[src/hw/rtl/seglcd_pkg.sv]
package seglcd_pkg;

  // Number mode folds values above this limit back into range.
  localparam int unsigned NumLimit = 9999;
  // Largest fold count for a 16-bit value (65535 / 9999).
  localparam int unsigned NumFolds = 6;
  // Time mode: seconds per minute and the minute limit.
  localparam int unsigned SecsPerMin = 60;
  localparam int unsigned MinLimit = 99;
  // Reciprocals: floor(v/60) = (v*34953)>>21 for v < 2^16,
  // floor(m/99) = (m*1324)>>17 for m <= 1092,
  // floor(n/100) = (n*5243)>>19 for n <= 9999,
  // floor(x/10) = (x*205)>>11 for x <= 99.
  localparam logic [15:0] MinRecip = 16'd34953;
  localparam logic [10:0] FoldRecip = 11'd1324;
  localparam logic [12:0] HundredRecip = 13'd5243;
  localparam logic [7:0] TenRecip = 8'd205;
  localparam logic [7:0] ColonBit = 8'h80;
  localparam logic [7:0] SegLo = 8'h40;
  localparam logic [7:0] SegHi = 8'h80;
  localparam logic [7:0] SegBoth = 8'hC0;

  // Load strobes of the five pipeline registers.
  typedef struct packed {
    logic ld1;
    logic ld2;
    logic ld3;
    logic ld4;
    logic ld5;
  } seglcd_adv_t;

  typedef struct packed {
    logic        mode;
    logic [15:0] value;
    logic [13:0] nmod;
    logic [10:0] minute;
  } seglcd_r1_t;

  typedef struct packed {
    logic        mode;
    logic [13:0] nmod;
    logic [6:0]  num_hi;
    logic [1:0]  ndig;
    logic [10:0] minute;
    logic [3:0]  min_q;
    logic [5:0]  sec;
  } seglcd_r2_t;

  typedef struct packed {
    logic       mode;
    logic [6:0] hi;
    logic [6:0] lo;
    logic [1:0] ndig;
  } seglcd_r3_t;

  typedef struct packed {
    logic [3:0][3:0] digit;
    logic [3:0]      show;
    logic            colon;
  } seglcd_r4_t;

  typedef logic [3:0][7:0] seglcd_glyph_t;

  // Segment pattern of one decimal digit; element b is frontplane byte b.
  function automatic seglcd_glyph_t glyph_f(logic [3:0] d);
    seglcd_glyph_t g;
    case (d)
      4'd0:    g = {SegBoth, SegHi, SegBoth, SegLo};
      4'd1:    g = {8'h00, SegHi, SegHi, 8'h00};
      4'd2:    g = {SegHi, SegBoth, SegLo, SegLo};
      4'd3:    g = {SegHi, SegBoth, SegHi, SegLo};
      4'd4:    g = {SegLo, SegBoth, SegHi, 8'h00};
      4'd5:    g = {SegBoth, SegLo, SegHi, SegLo};
      4'd6:    g = {SegBoth, SegLo, SegBoth, SegLo};
      4'd7:    g = {SegHi, SegHi, SegHi, 8'h00};
      4'd8:    g = {SegBoth, SegBoth, SegBoth, SegLo};
      4'd9:    g = {SegBoth, SegBoth, SegHi, SegLo};
      default: g = '0;
    endcase
    return g;
  endfunction

endpackage

[src/hw/rtl/seglcd_in_if.sv]
interface seglcd_in_if;
  logic        valid;
  logic        ready;
  logic [15:0] value;

  modport source (output valid, output value, input ready);
  modport sink (input valid, input value, output ready);
endinterface

[src/hw/rtl/seglcd_out_if.sv]
interface seglcd_out_if;
  logic       valid;
  logic       ready;
  logic [7:0] plane_byte0;
  logic [7:0] plane_byte1;
  logic [7:0] plane_byte2;
  logic [7:0] plane_byte3;

  modport source (output valid, output plane_byte0, output plane_byte1,
                  output plane_byte2, output plane_byte3, input ready);
  modport sink (input valid, input plane_byte0, input plane_byte1,
                input plane_byte2, input plane_byte3, output ready);
endinterface

[src/hw/rtl/seglcd_reduce.sv]
// Range reduction: folds the number into 0..9999 and splits seconds into
// minutes and seconds, then takes the hundreds, the digit count and the minute fold count.
module seglcd_reduce (
  input  logic                     clk_i,
  input  seglcd_pkg::seglcd_adv_t  adv_i,
  input  logic                     mode_i,
  input  logic [15:0]              value_i,
  output seglcd_pkg::seglcd_r2_t   r2_o
);

  seglcd_pkg::seglcd_r1_t r1_d, r1_q;
  seglcd_pkg::seglcd_r2_t r2_d, r2_q;
  logic [15:0] nmod_wide;
  logic [31:0] min_prod;
  logic [16:0] min_x60;
  logic [15:0] sec_full;
  logic [21:0] q_prod;
  logic [26:0] h_prod;

  always_comb begin
    nmod_wide = value_i;
    if (value_i > 16'(seglcd_pkg::NumLimit)) begin
      for (int k = 1; k <= int'(seglcd_pkg::NumFolds); k++) begin
        if (value_i >= 16'(k * seglcd_pkg::NumLimit)) begin
          nmod_wide = value_i - 16'(k * seglcd_pkg::NumLimit);
        end
      end
    end
  end

  assign min_prod = {16'b0, value_i} * {16'b0, seglcd_pkg::MinRecip};

  always_comb begin
    r1_d.mode   = mode_i;
    r1_d.value  = value_i;
    r1_d.nmod   = nmod_wide[13:0];
    r1_d.minute = min_prod[31:21];
  end

  // Second register: seconds remainder, minute fold quotient, hundreds, digit count.
  assign min_x60  = {r1_q.minute, 6'b0} - {4'b0, r1_q.minute, 2'b0};
  assign sec_full = r1_q.value - min_x60[15:0];
  assign q_prod   = {11'b0, r1_q.minute} * {11'b0, seglcd_pkg::FoldRecip};
  assign h_prod   = {13'b0, r1_q.nmod} * {14'b0, seglcd_pkg::HundredRecip};

  always_comb begin
    r2_d.mode   = r1_q.mode;
    r2_d.nmod   = r1_q.nmod;
    r2_d.num_hi = h_prod[25:19];
    r2_d.minute = r1_q.minute;
    r2_d.min_q  = q_prod[20:17];
    r2_d.sec    = sec_full[5:0];
    if (r1_q.nmod < 14'd10) begin
      r2_d.ndig = 2'd0;
    end else if (r1_q.nmod < 14'd100) begin
      r2_d.ndig = 2'd1;
    end else if (r1_q.nmod < 14'd1000) begin
      r2_d.ndig = 2'd2;
    end else begin
      r2_d.ndig = 2'd3;
    end
  end

  always_ff @(posedge clk_i) begin
    if (adv_i.ld1) begin
      r1_q <= r1_d;
    end
    if (adv_i.ld2) begin
      r2_q <= r2_d;
    end
  end

  assign r2_o = r2_q;

endmodule

[src/hw/rtl/seglcd_split.sv]
// Digit split: forms the upper and lower two-digit pairs, then the
// four decimal digits and the mask of positions that show.
module seglcd_split (
  input  logic                     clk_i,
  input  seglcd_pkg::seglcd_adv_t  adv_i,
  input  seglcd_pkg::seglcd_r2_t   r2_i,
  output seglcd_pkg::seglcd_r4_t   r4_o
);

  seglcd_pkg::seglcd_r3_t r3_d, r3_q;
  seglcd_pkg::seglcd_r4_t r4_d, r4_q;
  logic [13:0] num_lo;
  logic [10:0] min_fold;
  logic [14:0] thi_prod, tlo_prod;
  logic [3:0]  t_hi, t_lo;
  logic [6:0]  o_hi, o_lo;

  assign num_lo   = r2_i.nmod - 14'(r2_i.num_hi) * 14'd100;
  assign min_fold = r2_i.minute - 11'(r2_i.min_q) * 11'(seglcd_pkg::MinLimit);

  always_comb begin
    r3_d.mode = r2_i.mode;
    r3_d.ndig = r2_i.ndig;
    if (r2_i.mode) begin
      r3_d.lo = {1'b0, r2_i.sec};
      if (r2_i.minute > 11'(seglcd_pkg::MinLimit)) begin
        r3_d.hi = min_fold[6:0];
      end else begin
        r3_d.hi = r2_i.minute[6:0];
      end
    end else begin
      r3_d.hi = r2_i.num_hi;
      r3_d.lo = num_lo[6:0];
    end
  end

  assign thi_prod = {8'b0, r3_q.hi} * {7'b0, seglcd_pkg::TenRecip};
  assign tlo_prod = {8'b0, r3_q.lo} * {7'b0, seglcd_pkg::TenRecip};
  assign t_hi     = thi_prod[14:11];
  assign t_lo     = tlo_prod[14:11];
  assign o_hi     = r3_q.hi - 7'(t_hi) * 7'd10;
  assign o_lo     = r3_q.lo - 7'(t_lo) * 7'd10;

  always_comb begin
    r4_d.digit[3] = t_hi;
    r4_d.digit[2] = o_hi[3:0];
    r4_d.digit[1] = t_lo;
    r4_d.digit[0] = o_lo[3:0];
    r4_d.colon    = r3_q.mode;
    if (r3_q.mode) begin
      r4_d.show = 4'hF;
    end else begin
      r4_d.show = {r3_q.ndig >= 2'd3, r3_q.ndig >= 2'd2, r3_q.ndig >= 2'd1, 1'b1};
    end
  end

  always_ff @(posedge clk_i) begin
    if (adv_i.ld3) begin
      r3_q <= r3_d;
    end
    if (adv_i.ld4) begin
      r4_q <= r4_d;
    end
  end

  assign r4_o = r4_q;

endmodule

[src/hw/rtl/seglcd_render.sv]
// Segment rendering: looks up each digit, shifts it to its position,
// merges the patterns of the shown positions and adds the colon, into the output register.
module seglcd_render (
  input  logic                     clk_i,
  input  seglcd_pkg::seglcd_adv_t  adv_i,
  input  seglcd_pkg::seglcd_r4_t   r4_i,
  output logic [3:0][7:0]          plane_o
);

  logic [3:0][7:0]          plane_d, plane_q;
  seglcd_pkg::seglcd_glyph_t [3:0] glyph;

  always_comb begin
    for (int p = 0; p < 4; p++) begin
      glyph[p] = seglcd_pkg::glyph_f(r4_i.digit[p]);
    end
  end

  always_comb begin
    plane_d = '0;
    for (int p = 0; p < 4; p++) begin
      if (r4_i.show[p]) begin
        for (int b = 0; b < 4; b++) begin
          plane_d[b] = plane_d[b] | (glyph[p][b] >> (2 * p));
        end
      end
    end
    if (r4_i.colon) begin
      plane_d[0] = plane_d[0] | seglcd_pkg::ColonBit;
    end
  end

  always_ff @(posedge clk_i) begin
    if (adv_i.ld5) begin
      plane_q <= plane_d;
    end
  end

  assign plane_o = plane_q;

endmodule

[src/hw/rtl/segment_lcd_number_encoder.sv]
// Four-digit segment LCD number encoder.
// A beat on value_i carries a 16-bit value; one beat on plane_o follows
// with the four frontplane bytes that show it. With display_mode at 0 the
// value is shown in decimal (values above 9999 folded modulo 9999) with
// leading zero digits blanked; with display_mode at 1 the value is seconds
// shown as mm:ss with the colon lit, minutes above 99 folded modulo 99.
// The user must write display_mode through cfg_we_i / cfg_wdata_i only
// while no beat is in flight; the block does not enforce this. Each beat
// takes the mode in force when it is accepted, then passes through the
// five register stages in turn to its output beat. Throughput is one beat
// per cycle while plane_o is not stalled; each stage holds one beat.
// When the receiver stalls, the output register holds its beat and the
// stages behind it close up any empty slots, so value_i.ready stays high
// until every stage is full. Reset clears all valid bits and sets
// display_mode to 0; the pipeline then comes up empty and ready.
module segment_lcd_number_encoder (
  input  logic                 clk_i,
  input  logic                 rst_ni,
  input  logic                 cfg_we_i,
  input  logic                 cfg_wdata_i,
  seglcd_in_if.sink            value_i,
  seglcd_out_if.source         plane_o
);

  localparam int unsigned Stages = 5;

  logic                    display_mode_q;
  logic [Stages-1:0]       vld_d, vld_q;
  logic [Stages-1:0]       en;
  logic [Stages-1:0]       ld;
  seglcd_pkg::seglcd_adv_t adv;
  seglcd_pkg::seglcd_r2_t  r2;
  seglcd_pkg::seglcd_r4_t  r4;
  logic [3:0][7:0]         plane;

  // A stage may take a new beat when it is empty or its beat moves on.
  // The chain starts at the output register and its consumer.
  always_comb begin
    en[Stages-1] = !vld_q[Stages-1] || plane_o.ready;
    for (int k = Stages - 2; k >= 0; k--) begin
      en[k] = !vld_q[k] || en[k+1];
    end
  end

  // Payload registers load only when a valid beat arrives.
  always_comb begin
    ld[0]    = en[0] && value_i.valid;
    vld_d[0] = en[0] ? value_i.valid : vld_q[0];
    for (int k = 1; k < Stages; k++) begin
      ld[k]    = en[k] && vld_q[k-1];
      vld_d[k] = en[k] ? vld_q[k-1] : vld_q[k];
    end
  end

  assign adv = '{ld1: ld[0], ld2: ld[1], ld3: ld[2], ld4: ld[3], ld5: ld[4]};

  always_ff @(posedge clk_i or negedge rst_ni) begin
    if (!rst_ni) begin
      vld_q          <= '0;
      display_mode_q <= 1'b0;
    end else begin
      vld_q <= vld_d;
      if (cfg_we_i) begin
        display_mode_q <= cfg_wdata_i;
      end
    end
  end

  // Stages one and two: range reduction.
  seglcd_reduce u_reduce (
    .clk_i   (clk_i),
    .adv_i   (adv),
    .mode_i  (display_mode_q),
    .value_i (value_i.value),
    .r2_o    (r2)
  );

  // Stages three and four: decimal digits and blanking mask.
  seglcd_split u_split (
    .clk_i (clk_i),
    .adv_i (adv),
    .r2_i  (r2),
    .r4_o  (r4)
  );

  // Stage five: segment patterns into the output register.
  seglcd_render u_render (
    .clk_i   (clk_i),
    .adv_i   (adv),
    .r4_i    (r4),
    .plane_o (plane)
  );

  assign value_i.ready       = en[0];
  assign plane_o.valid       = vld_q[Stages-1];
  assign plane_o.plane_byte0 = plane[0];
  assign plane_o.plane_byte1 = plane[1];
  assign plane_o.plane_byte2 = plane[2];
  assign plane_o.plane_byte3 = plane[3];

endmodule

[src/flat_wrapper.sv]
// flat-port wrapper written by rule: the top's interface ports become plain ports
module segment_lcd_number_encoder_flat 
  (clk_i, rst_ni, cfg_we_i, cfg_wdata_i, value_i_valid, value_i_value, value_i_ready, plane_o_valid, plane_o_plane_byte0, plane_o_plane_byte1, plane_o_plane_byte2, plane_o_plane_byte3, plane_o_ready);
  seglcd_in_if value_i_i ();
  seglcd_out_if plane_o_i ();
  input  logic clk_i;
  input  logic rst_ni;
  input  logic cfg_we_i;
  input  logic cfg_wdata_i;
  input wire logic [$bits(value_i_i.valid)-1:0] value_i_valid;
  input wire logic [$bits(value_i_i.value)-1:0] value_i_value;
  output wire logic [$bits(value_i_i.ready)-1:0] value_i_ready;
  output wire logic [$bits(plane_o_i.valid)-1:0] plane_o_valid;
  output wire logic [$bits(plane_o_i.plane_byte0)-1:0] plane_o_plane_byte0;
  output wire logic [$bits(plane_o_i.plane_byte1)-1:0] plane_o_plane_byte1;
  output wire logic [$bits(plane_o_i.plane_byte2)-1:0] plane_o_plane_byte2;
  output wire logic [$bits(plane_o_i.plane_byte3)-1:0] plane_o_plane_byte3;
  input wire logic [$bits(plane_o_i.ready)-1:0] plane_o_ready;
  assign value_i_i.valid = value_i_valid;
  assign value_i_i.value = value_i_value;
  assign value_i_ready = value_i_i.ready;
  assign plane_o_valid = plane_o_i.valid;
  assign plane_o_plane_byte0 = plane_o_i.plane_byte0;
  assign plane_o_plane_byte1 = plane_o_i.plane_byte1;
  assign plane_o_plane_byte2 = plane_o_i.plane_byte2;
  assign plane_o_plane_byte3 = plane_o_i.plane_byte3;
  assign plane_o_i.ready = plane_o_ready;
  segment_lcd_number_encoder u_core (.clk_i(clk_i), .rst_ni(rst_ni), .cfg_we_i(cfg_we_i), .cfg_wdata_i(cfg_wdata_i), .value_i(value_i_i), .plane_o(plane_o_i));
endmodule
[config.mk]
export PLATFORM = sky130hd
export DESIGN_NAME = segment_lcd_number_encoder_flat
export DESIGN_NICKNAME = d
export VERILOG_FILES = /design/src/hw/rtl/seglcd_pkg.sv /design/src/hw/rtl/seglcd_in_if.sv /design/src/hw/rtl/seglcd_out_if.sv /design/src/hw/rtl/seglcd_reduce.sv /design/src/hw/rtl/seglcd_split.sv /design/src/hw/rtl/seglcd_render.sv /design/src/hw/rtl/segment_lcd_number_encoder.sv /design/src/flat_wrapper.sv
export SDC_FILE = /design/constraint.sdc
export NUM_CORES = 1
export LEC_CHECK = 0
export BUFFER_PORTS_ARGS = -buffer_cell sky130_fd_sc_hd__buf_4
export CORE_MARGIN = 2
export CORE_UTILIZATION = 55
export CTS_BUF_LIST = sky130_fd_sc_hd__clkbuf_8 sky130_fd_sc_hd__clkbuf_16
export DETAILED_ROUTE_END_ITERATION = 16
export PLACE_DENSITY = 0.72
export SLEW_MARGIN = 25
export SYNTH_ARGS = -nofsm -noshare
export SYNTH_HDL_FRONTEND = slang
export SYNTH_SLANG_ARGS = --single-unit
export TNS_END_PERCENT = 100
[constraint.sdc]
create_clock -name clk_i -period 6.8 [get_ports clk_i]
set_input_delay 1.36 -clock clk_i [delete_from_list [all_inputs] [get_ports clk_i]]
set_output_delay 1.36 -clock clk_i [all_outputs]
set_load 0.05 [all_outputs]
# Word-level counts from Yosys, hierarchy flattened
# Memories as Yosys holds them, arrays and structs flattened. A register that Yosys moved wholly into a read port is not among the register bits.
# Index checks and enable logic that the tools add are counted.
[totals]
ff_bits = 146
mem_bits_ro = 448
input_bits = 22
n_memories = 4
[mem_list]
columns = ["name", "words", "width", "rd", "rd_ports_with_merged_regs", "wr", "line", "text"]
rows = [
  ["(name not given)", 16, 7, 1, 1, 0, "seglcd_pkg.sv:67", "case (d)"],
  ["(name not given)", 16, 7, 1, 1, 0, "seglcd_pkg.sv:67", ""],
  ["(name not given)", 16, 7, 1, 1, 0, "seglcd_pkg.sv:67", ""],
  ["(name not given)", 16, 7, 1, 1, 0, "seglcd_pkg.sv:67", ""],
]
[classes]
n_addsub = 12
multipliers = 9
order_cmp = 14
mux = 19
bitwise = 12
reduce_logical = 16
[op_table]
columns = ["cell", "n"]
rows = [
  ["two-way mux 32 bit", 4],
  ["two-way mux 14 bit", 8],
  ["greater-or-equal comparator 16 bit, second input constant", 3],
  ["subtractor 14 bit, second input constant", 3],
  ["greater-or-equal comparator 16 x 15 -> 1 bit, second input constant", 2],
  ["multiplier 16 x 16 -> 32 bit, second input constant", 1],
  ["OR 8 x 2 -> 8 bit", 4],
  ["OR 8 x 4 -> 8 bit", 4],
  ["OR 8 x 6 -> 8 bit", 4],
  ["multiplier 7 x 8 -> 15 bit, second input constant", 2],
  ["multiplier 14 x 13 -> 26 bit, second input constant", 1],
  ["multiplier 11 x 9 -> 19 bit, second input constant", 1],
  ["greater-or-equal comparator 16 x 14 -> 1 bit, second input constant", 1],
  ["> comparator 16 x 14 -> 1 bit, second input constant", 1],
  ["two-way mux 4 bit", 4],
  ["< comparator 14 x 10 -> 1 bit, second input constant", 1],
  ["< comparator 14 x 4 -> 1 bit, second input constant", 1],
  ["< comparator 14 x 7 -> 1 bit, second input constant", 1],
  ["subtractor 14 x 10 -> 14 bit, second input constant", 1],
  ["subtractor 14 x 12 -> 14 bit, second input constant", 1],
  ["subtractor 14 x 13 -> 14 bit, second input constant", 1],
  ["subtractor 7 bit", 2],
  ["> comparator 11 x 7 -> 1 bit, second input constant", 1],
  ["multiplier 4 x 3 -> 3 bit, second input constant", 2],
  ["other kinds (13)", 28],
]

# Depth between registers and ports, before layout
[logic_depth]
depth_word = 8
ltp_mapped = 22
ltp_nobuf = 21

# Cells and area by module
# A second synthesis with hierarchy kept.
[hier_totals]
cells_unflattened = 1731
area_unflattened_um2 = 17747.0
[modules_own_cells]
columns = ["mod", "n_inst", "cells_each", "area_each_um2", "seq_area_each_um2"]
rows = [
  ["seglcd_reduce", 1, 1187, 11783.8, 2312.2],
  ["seglcd_split", 1, 360, 3836.2, 1111.1],
  ["seglcd_render", 1, 161, 1853.0, 870.8],
  ["segment_lcd_number_encoder", 1, 23, 274.0, 150.1],
]

# Least setup slack after synthesis
# Ideal clock, no wire load.
[synth_timing]
path_kind = "input to register"
startpoint = "input value_i_value[2]"
endpoint = "register u_core.u_reduce.r1_q[3] (netlist bit), data pin"
setup_ns = 0.261
t_arrival_ns = 4.965
required_ns = 6.539
slack_ns = 1.574
cell_stages = 15
n_path_buf = 0
cell_sequence = "ha_1 fa_1 inv_1 fa_1 inv_1 ha_1 ha_1 ha_1 and4_1 o2111ai_1 a211oi_1 o21ai_1 a21boi_1 nor4_1 a311o_1"
[synth_via]
elab_chain_cells = 1
[synth_rtl]
columns = ["item", "line", "text"]
rows = [
  ["from (decl)", "flat_wrapper.sv:11", "input wire logic [$bits(value_i_i.value)-1:0] value_i_value;"],
  ["multiplier 16 x 16 -> 32 bit", "seglcd_reduce.sv:31", "assign min_prod = {16'b0, value_i} * {16'b0, seglcd_pkg::MinRecip};"],
  ["net u_core.u_reduce.min_prod[24]", "seglcd_reduce.sv:14", "logic [31:0] min_prod;"],
  ["to (signal assigned)", "seglcd_reduce.sv:66", "r1_q <= r1_d;"],
  ["to (decl)", "seglcd_reduce.sv:11", "seglcd_pkg::seglcd_r1_t r1_d, r1_q;"],
]
# The timed path passes the listed nets, and every way through them passes these cells.
# A chain may end at the register's enable or synchronous reset.

==> flow_summary.yaml <==
detailed_routing:
  wl_met3_um: 1463
  wl_met1_um: 15770
  drtIter0Drc: 777
  drc_errors: 0
  finalWirelength_um: 36340
  highest_layer: "met4"
  avgRoutedWirePerCell_um: 16.27
  ant_nets: 0
  vias: 12470
  firstDrtPassIters: 5
  met2_length_um: 18310
  via_per_inst: 5.585
global_route:
  antenna_found_initial: 0
  grt_pass1_vias: 12880
  grt_overflow_total: 0
  grt_max_degree: 39
  grtUsageTotal_pct: 22.58
  grt_pass1_wl_um: 61730
setup_path:
  cp_slowest_cell: "fa_1"
  critical_path_class: "reg2reg"
  worst_setup_path_start_kind: "register"
  arrival_ps: 5990
  crit_required_ps: 7130
  cpMostUsedCell: "ha_1"
  r2r_cells: 21
  crit_fanout: 12
  end_kind: "register"
  slowest_delay_ps: 510
  crit_chain: "ha_1 > ha_1 > fa_1 > inv_1 > fa_1 > inv_1 > ha_1 > a311oi_1 > o21bai_1 > xor2_1 > ha_1 > inv_1 > fa_1 > xor2_1 > xnor2_1 > or4_1 > mux2i_1 > a211oi_1 > buf_4 > o21ai_1 > nand2_1"
yosys:
  syn_area_um2: 17990
  synthTopCellsByArea: "ha_1, edfxtp_1, fa_1"
  synthDistinctLibCells: 92
  yosysWarningCount: 0
  syn_avg_cell_area_um2: 10.37
  synth_top_area_cell: "ha_1"
  synthFlopType: "edfxtp_1"
  async_flop_share_pct: 3.529
  synth_edf_count: 136
  ys_seq_area_share_pct: 26.65
  ys_ff_latch: 170
  synth_top_cell_area_share_pct: 27.12
  syn_inst: 1735
final_layout:
  multi_input_area_um2: 11870
  drive_above_1_share_pct: 7.091
  nFillCells: 2692
  fin_nets: 2314
  num_antenna_cells: 0
  register_area_um2: 4795
  syn_to_final_growth_pct: 8.130
timing:
  layout_min_cycle_time_ps: 5662
  finalHoldViolCount: 0
  rsz0062_at_grt: "no"
  skew_ps: 18.93
  worstMarginPinSlew_ps: 1130
  fin_crit_sh_pct: 83.27
  drv_slew: 0
  relSlewSlack_pct: 24.53
  final.setup.tns_ps: 0
  setup_viol: 0
  fmax_ghz: 0.1766
hold_path:
  worstHoldPathType: "reg2reg"
  whs_path_depth: 0
clock_network:
  htreeDepth: 4
  clkLatencyLatePin_ps: 440
  hold_buffers: 0
  ctsResizeCount: 0
  numClockSinks: 170
  tritoncts: "done"
  cts_buffers: 17
  root_buffer: "clkbuf_16"
  post_cts_buffers: 0
  path_clk_slew_ps: 80
  clock_path_buffers: 2
placed_design:
  place_hpwl_um: 29150
  routabilityCongestion: 0.9471
  numPortBuffers: 52
outcome:
  status: "finished, final reports clean"
floorplanning:
  core-area_um2: 32370
  die-area_um2: 34170
  pin_count: 56
  fp.dieH_um: 184.9
  start_util_pct: 55.57
  dieWidth_um: 184.9
  rows: 66
run:
  maxCapViolCount: 0
-- flip-flops by register name (all words and copies together), names as in the netlist --
signal                   count
u_core.u_render.glyph       28
u_core.vld_q                 5
u_core.u_reduce.r1_q        32
u_core.u_split.r3_q         17
u_core.u_render.plane_o     29
u_core.u_split.r4_o         20
u_core.display_mode_q        1
u_core.u_reduce.r2_o        38
-- Yosys cell counts, types with 7 or more instances --
library cell	instances
a31oi_1	9
mux2i_1	26
buf_2	11
o21ai_0	41
a211oi_1	13
nor3_1	17
mux2_2	9
edfxtp_1	136
o211ai_1	13
nand2_1	87
nand3_1	29
a21oi_1	72
ha_1	390
clkbuf_1	20
o21ai_1	21
inv_1	307
nand4_1	10
a21o_1	21
and3_1	7
xor2_1	18
nor2_1	72
nor2b_1	10
xnor2_1	45
nand2b_1	10
and2_1	34
dfxtp_1	28
fa_1	124
-- cell families after synthesis --
kind of cell / count (synthesis) / synth area share (%)
other: 1 / 0.02085
adder cells (fa/ha/maj): 514 / 40.92
buffers and inverters: 348 / 7.484
flip-flops: 170 / 26.65
AO/OA/AOI/OAI: 283 / 10.77
AND/OR/NAND/NOR: 318 / 8.819
multiplexers: 38 / 2.260
XOR/XNOR: 63 / 3.067
-- through the flow --
| step | utilization (%) | hold slack [ps] | setup WS (ps) | instance area (um2) | cells |
|---|---|---|---|---|---|
| floorplan | - | 385.5 | 1574 | 18000 | 1737 |
| global placement | 58.14 | 388.4 | 1118 | 18820 | 2201 |
| detailed placement | 58.14 | 388.7 | 950.7 | 18820 | 2201 |
| CTS | 60.07 | 401.3 | 1141 | 19440 | 2233 |
| global route | 60.09 | 411.7 | 771.5 | 19450 | 2233 |
| finish | 60.09 | 400.8 | 1138 | 19450 | 2233 |
-- routing by layer --
| layer | up-vias | track usage, % |
|---|---|---|
| li1 | 6076 | - |
| met1 | 6030 | 27.73 |
| met2 | 306 | 41.29 |
| met3 | 60 | 3.048 |
| met4 | 0 | 6.508 |
| met5 | - | 0 |
-- final cells by class --
type                            instances  area share (%)
Inverter                              310           5.982
Sequential cell                       170           24.65
Tap cell                              442           2.843
Clock buffer                           17           2.187
Timing Repair Buffer                   60           2.316
Clock inverter                         15           1.023
Multi-Input combinational cell       1219           61.00
-- path summary, 6_finish.rpt --
| kind | startpoint | end | slack (ps) |
|---|---|---|---|
| worst max-delay path | u_core.u_split.r3_q[13] | u_core.u_render.glyph[87] | 1140 |
| worst min-delay path | u_core.u_render.glyph[31] | u_core.u_render.plane_o[31] | 400 |
| worst max register to register | u_core.u_split.r3_q[13] | u_core.u_render.glyph[87] | 1140 |
| worst min register to register | u_core.u_render.glyph[31] | u_core.u_render.plane_o[31] | 400 |
| max in group asynchronous | rst_ni | u_core.vld_q[1] | 5910 |
| min in group asynchronous | rst_ni | u_core.display_mode_q | 740 |
-- critical path: cells and delay by family (launching register included) --
kind	cells	cell delay (ps)
fa+ha+maj	7	2580
xor+xnor	3	830
compound gates	4	720
simple gates	2	490
flops	1	450
buf+inv	4	330
mux	1	150
-- cell usage in the layout (no fill, tap or decap), types with 29 or more instances in the layout --
| master | n |
|---|---|
| a21oi_1 | 72 |
| and2_1 | 34 |
| buf_4 | 60 |
| edfxtp_1 | 136 |
| fa_1 | 124 |
| ha_1 | 390 |
| inv_1 | 307 |
| nand2_1 | 87 |
| nand3_1 | 29 |
| nor2_1 | 72 |
| o21ai_0 | 41 |
| xnor2_1 | 45 |
Power is left out: the tool's default activity adds up to more than one toggle a clock period on the data nets, which glitch-free logic cannot reach.
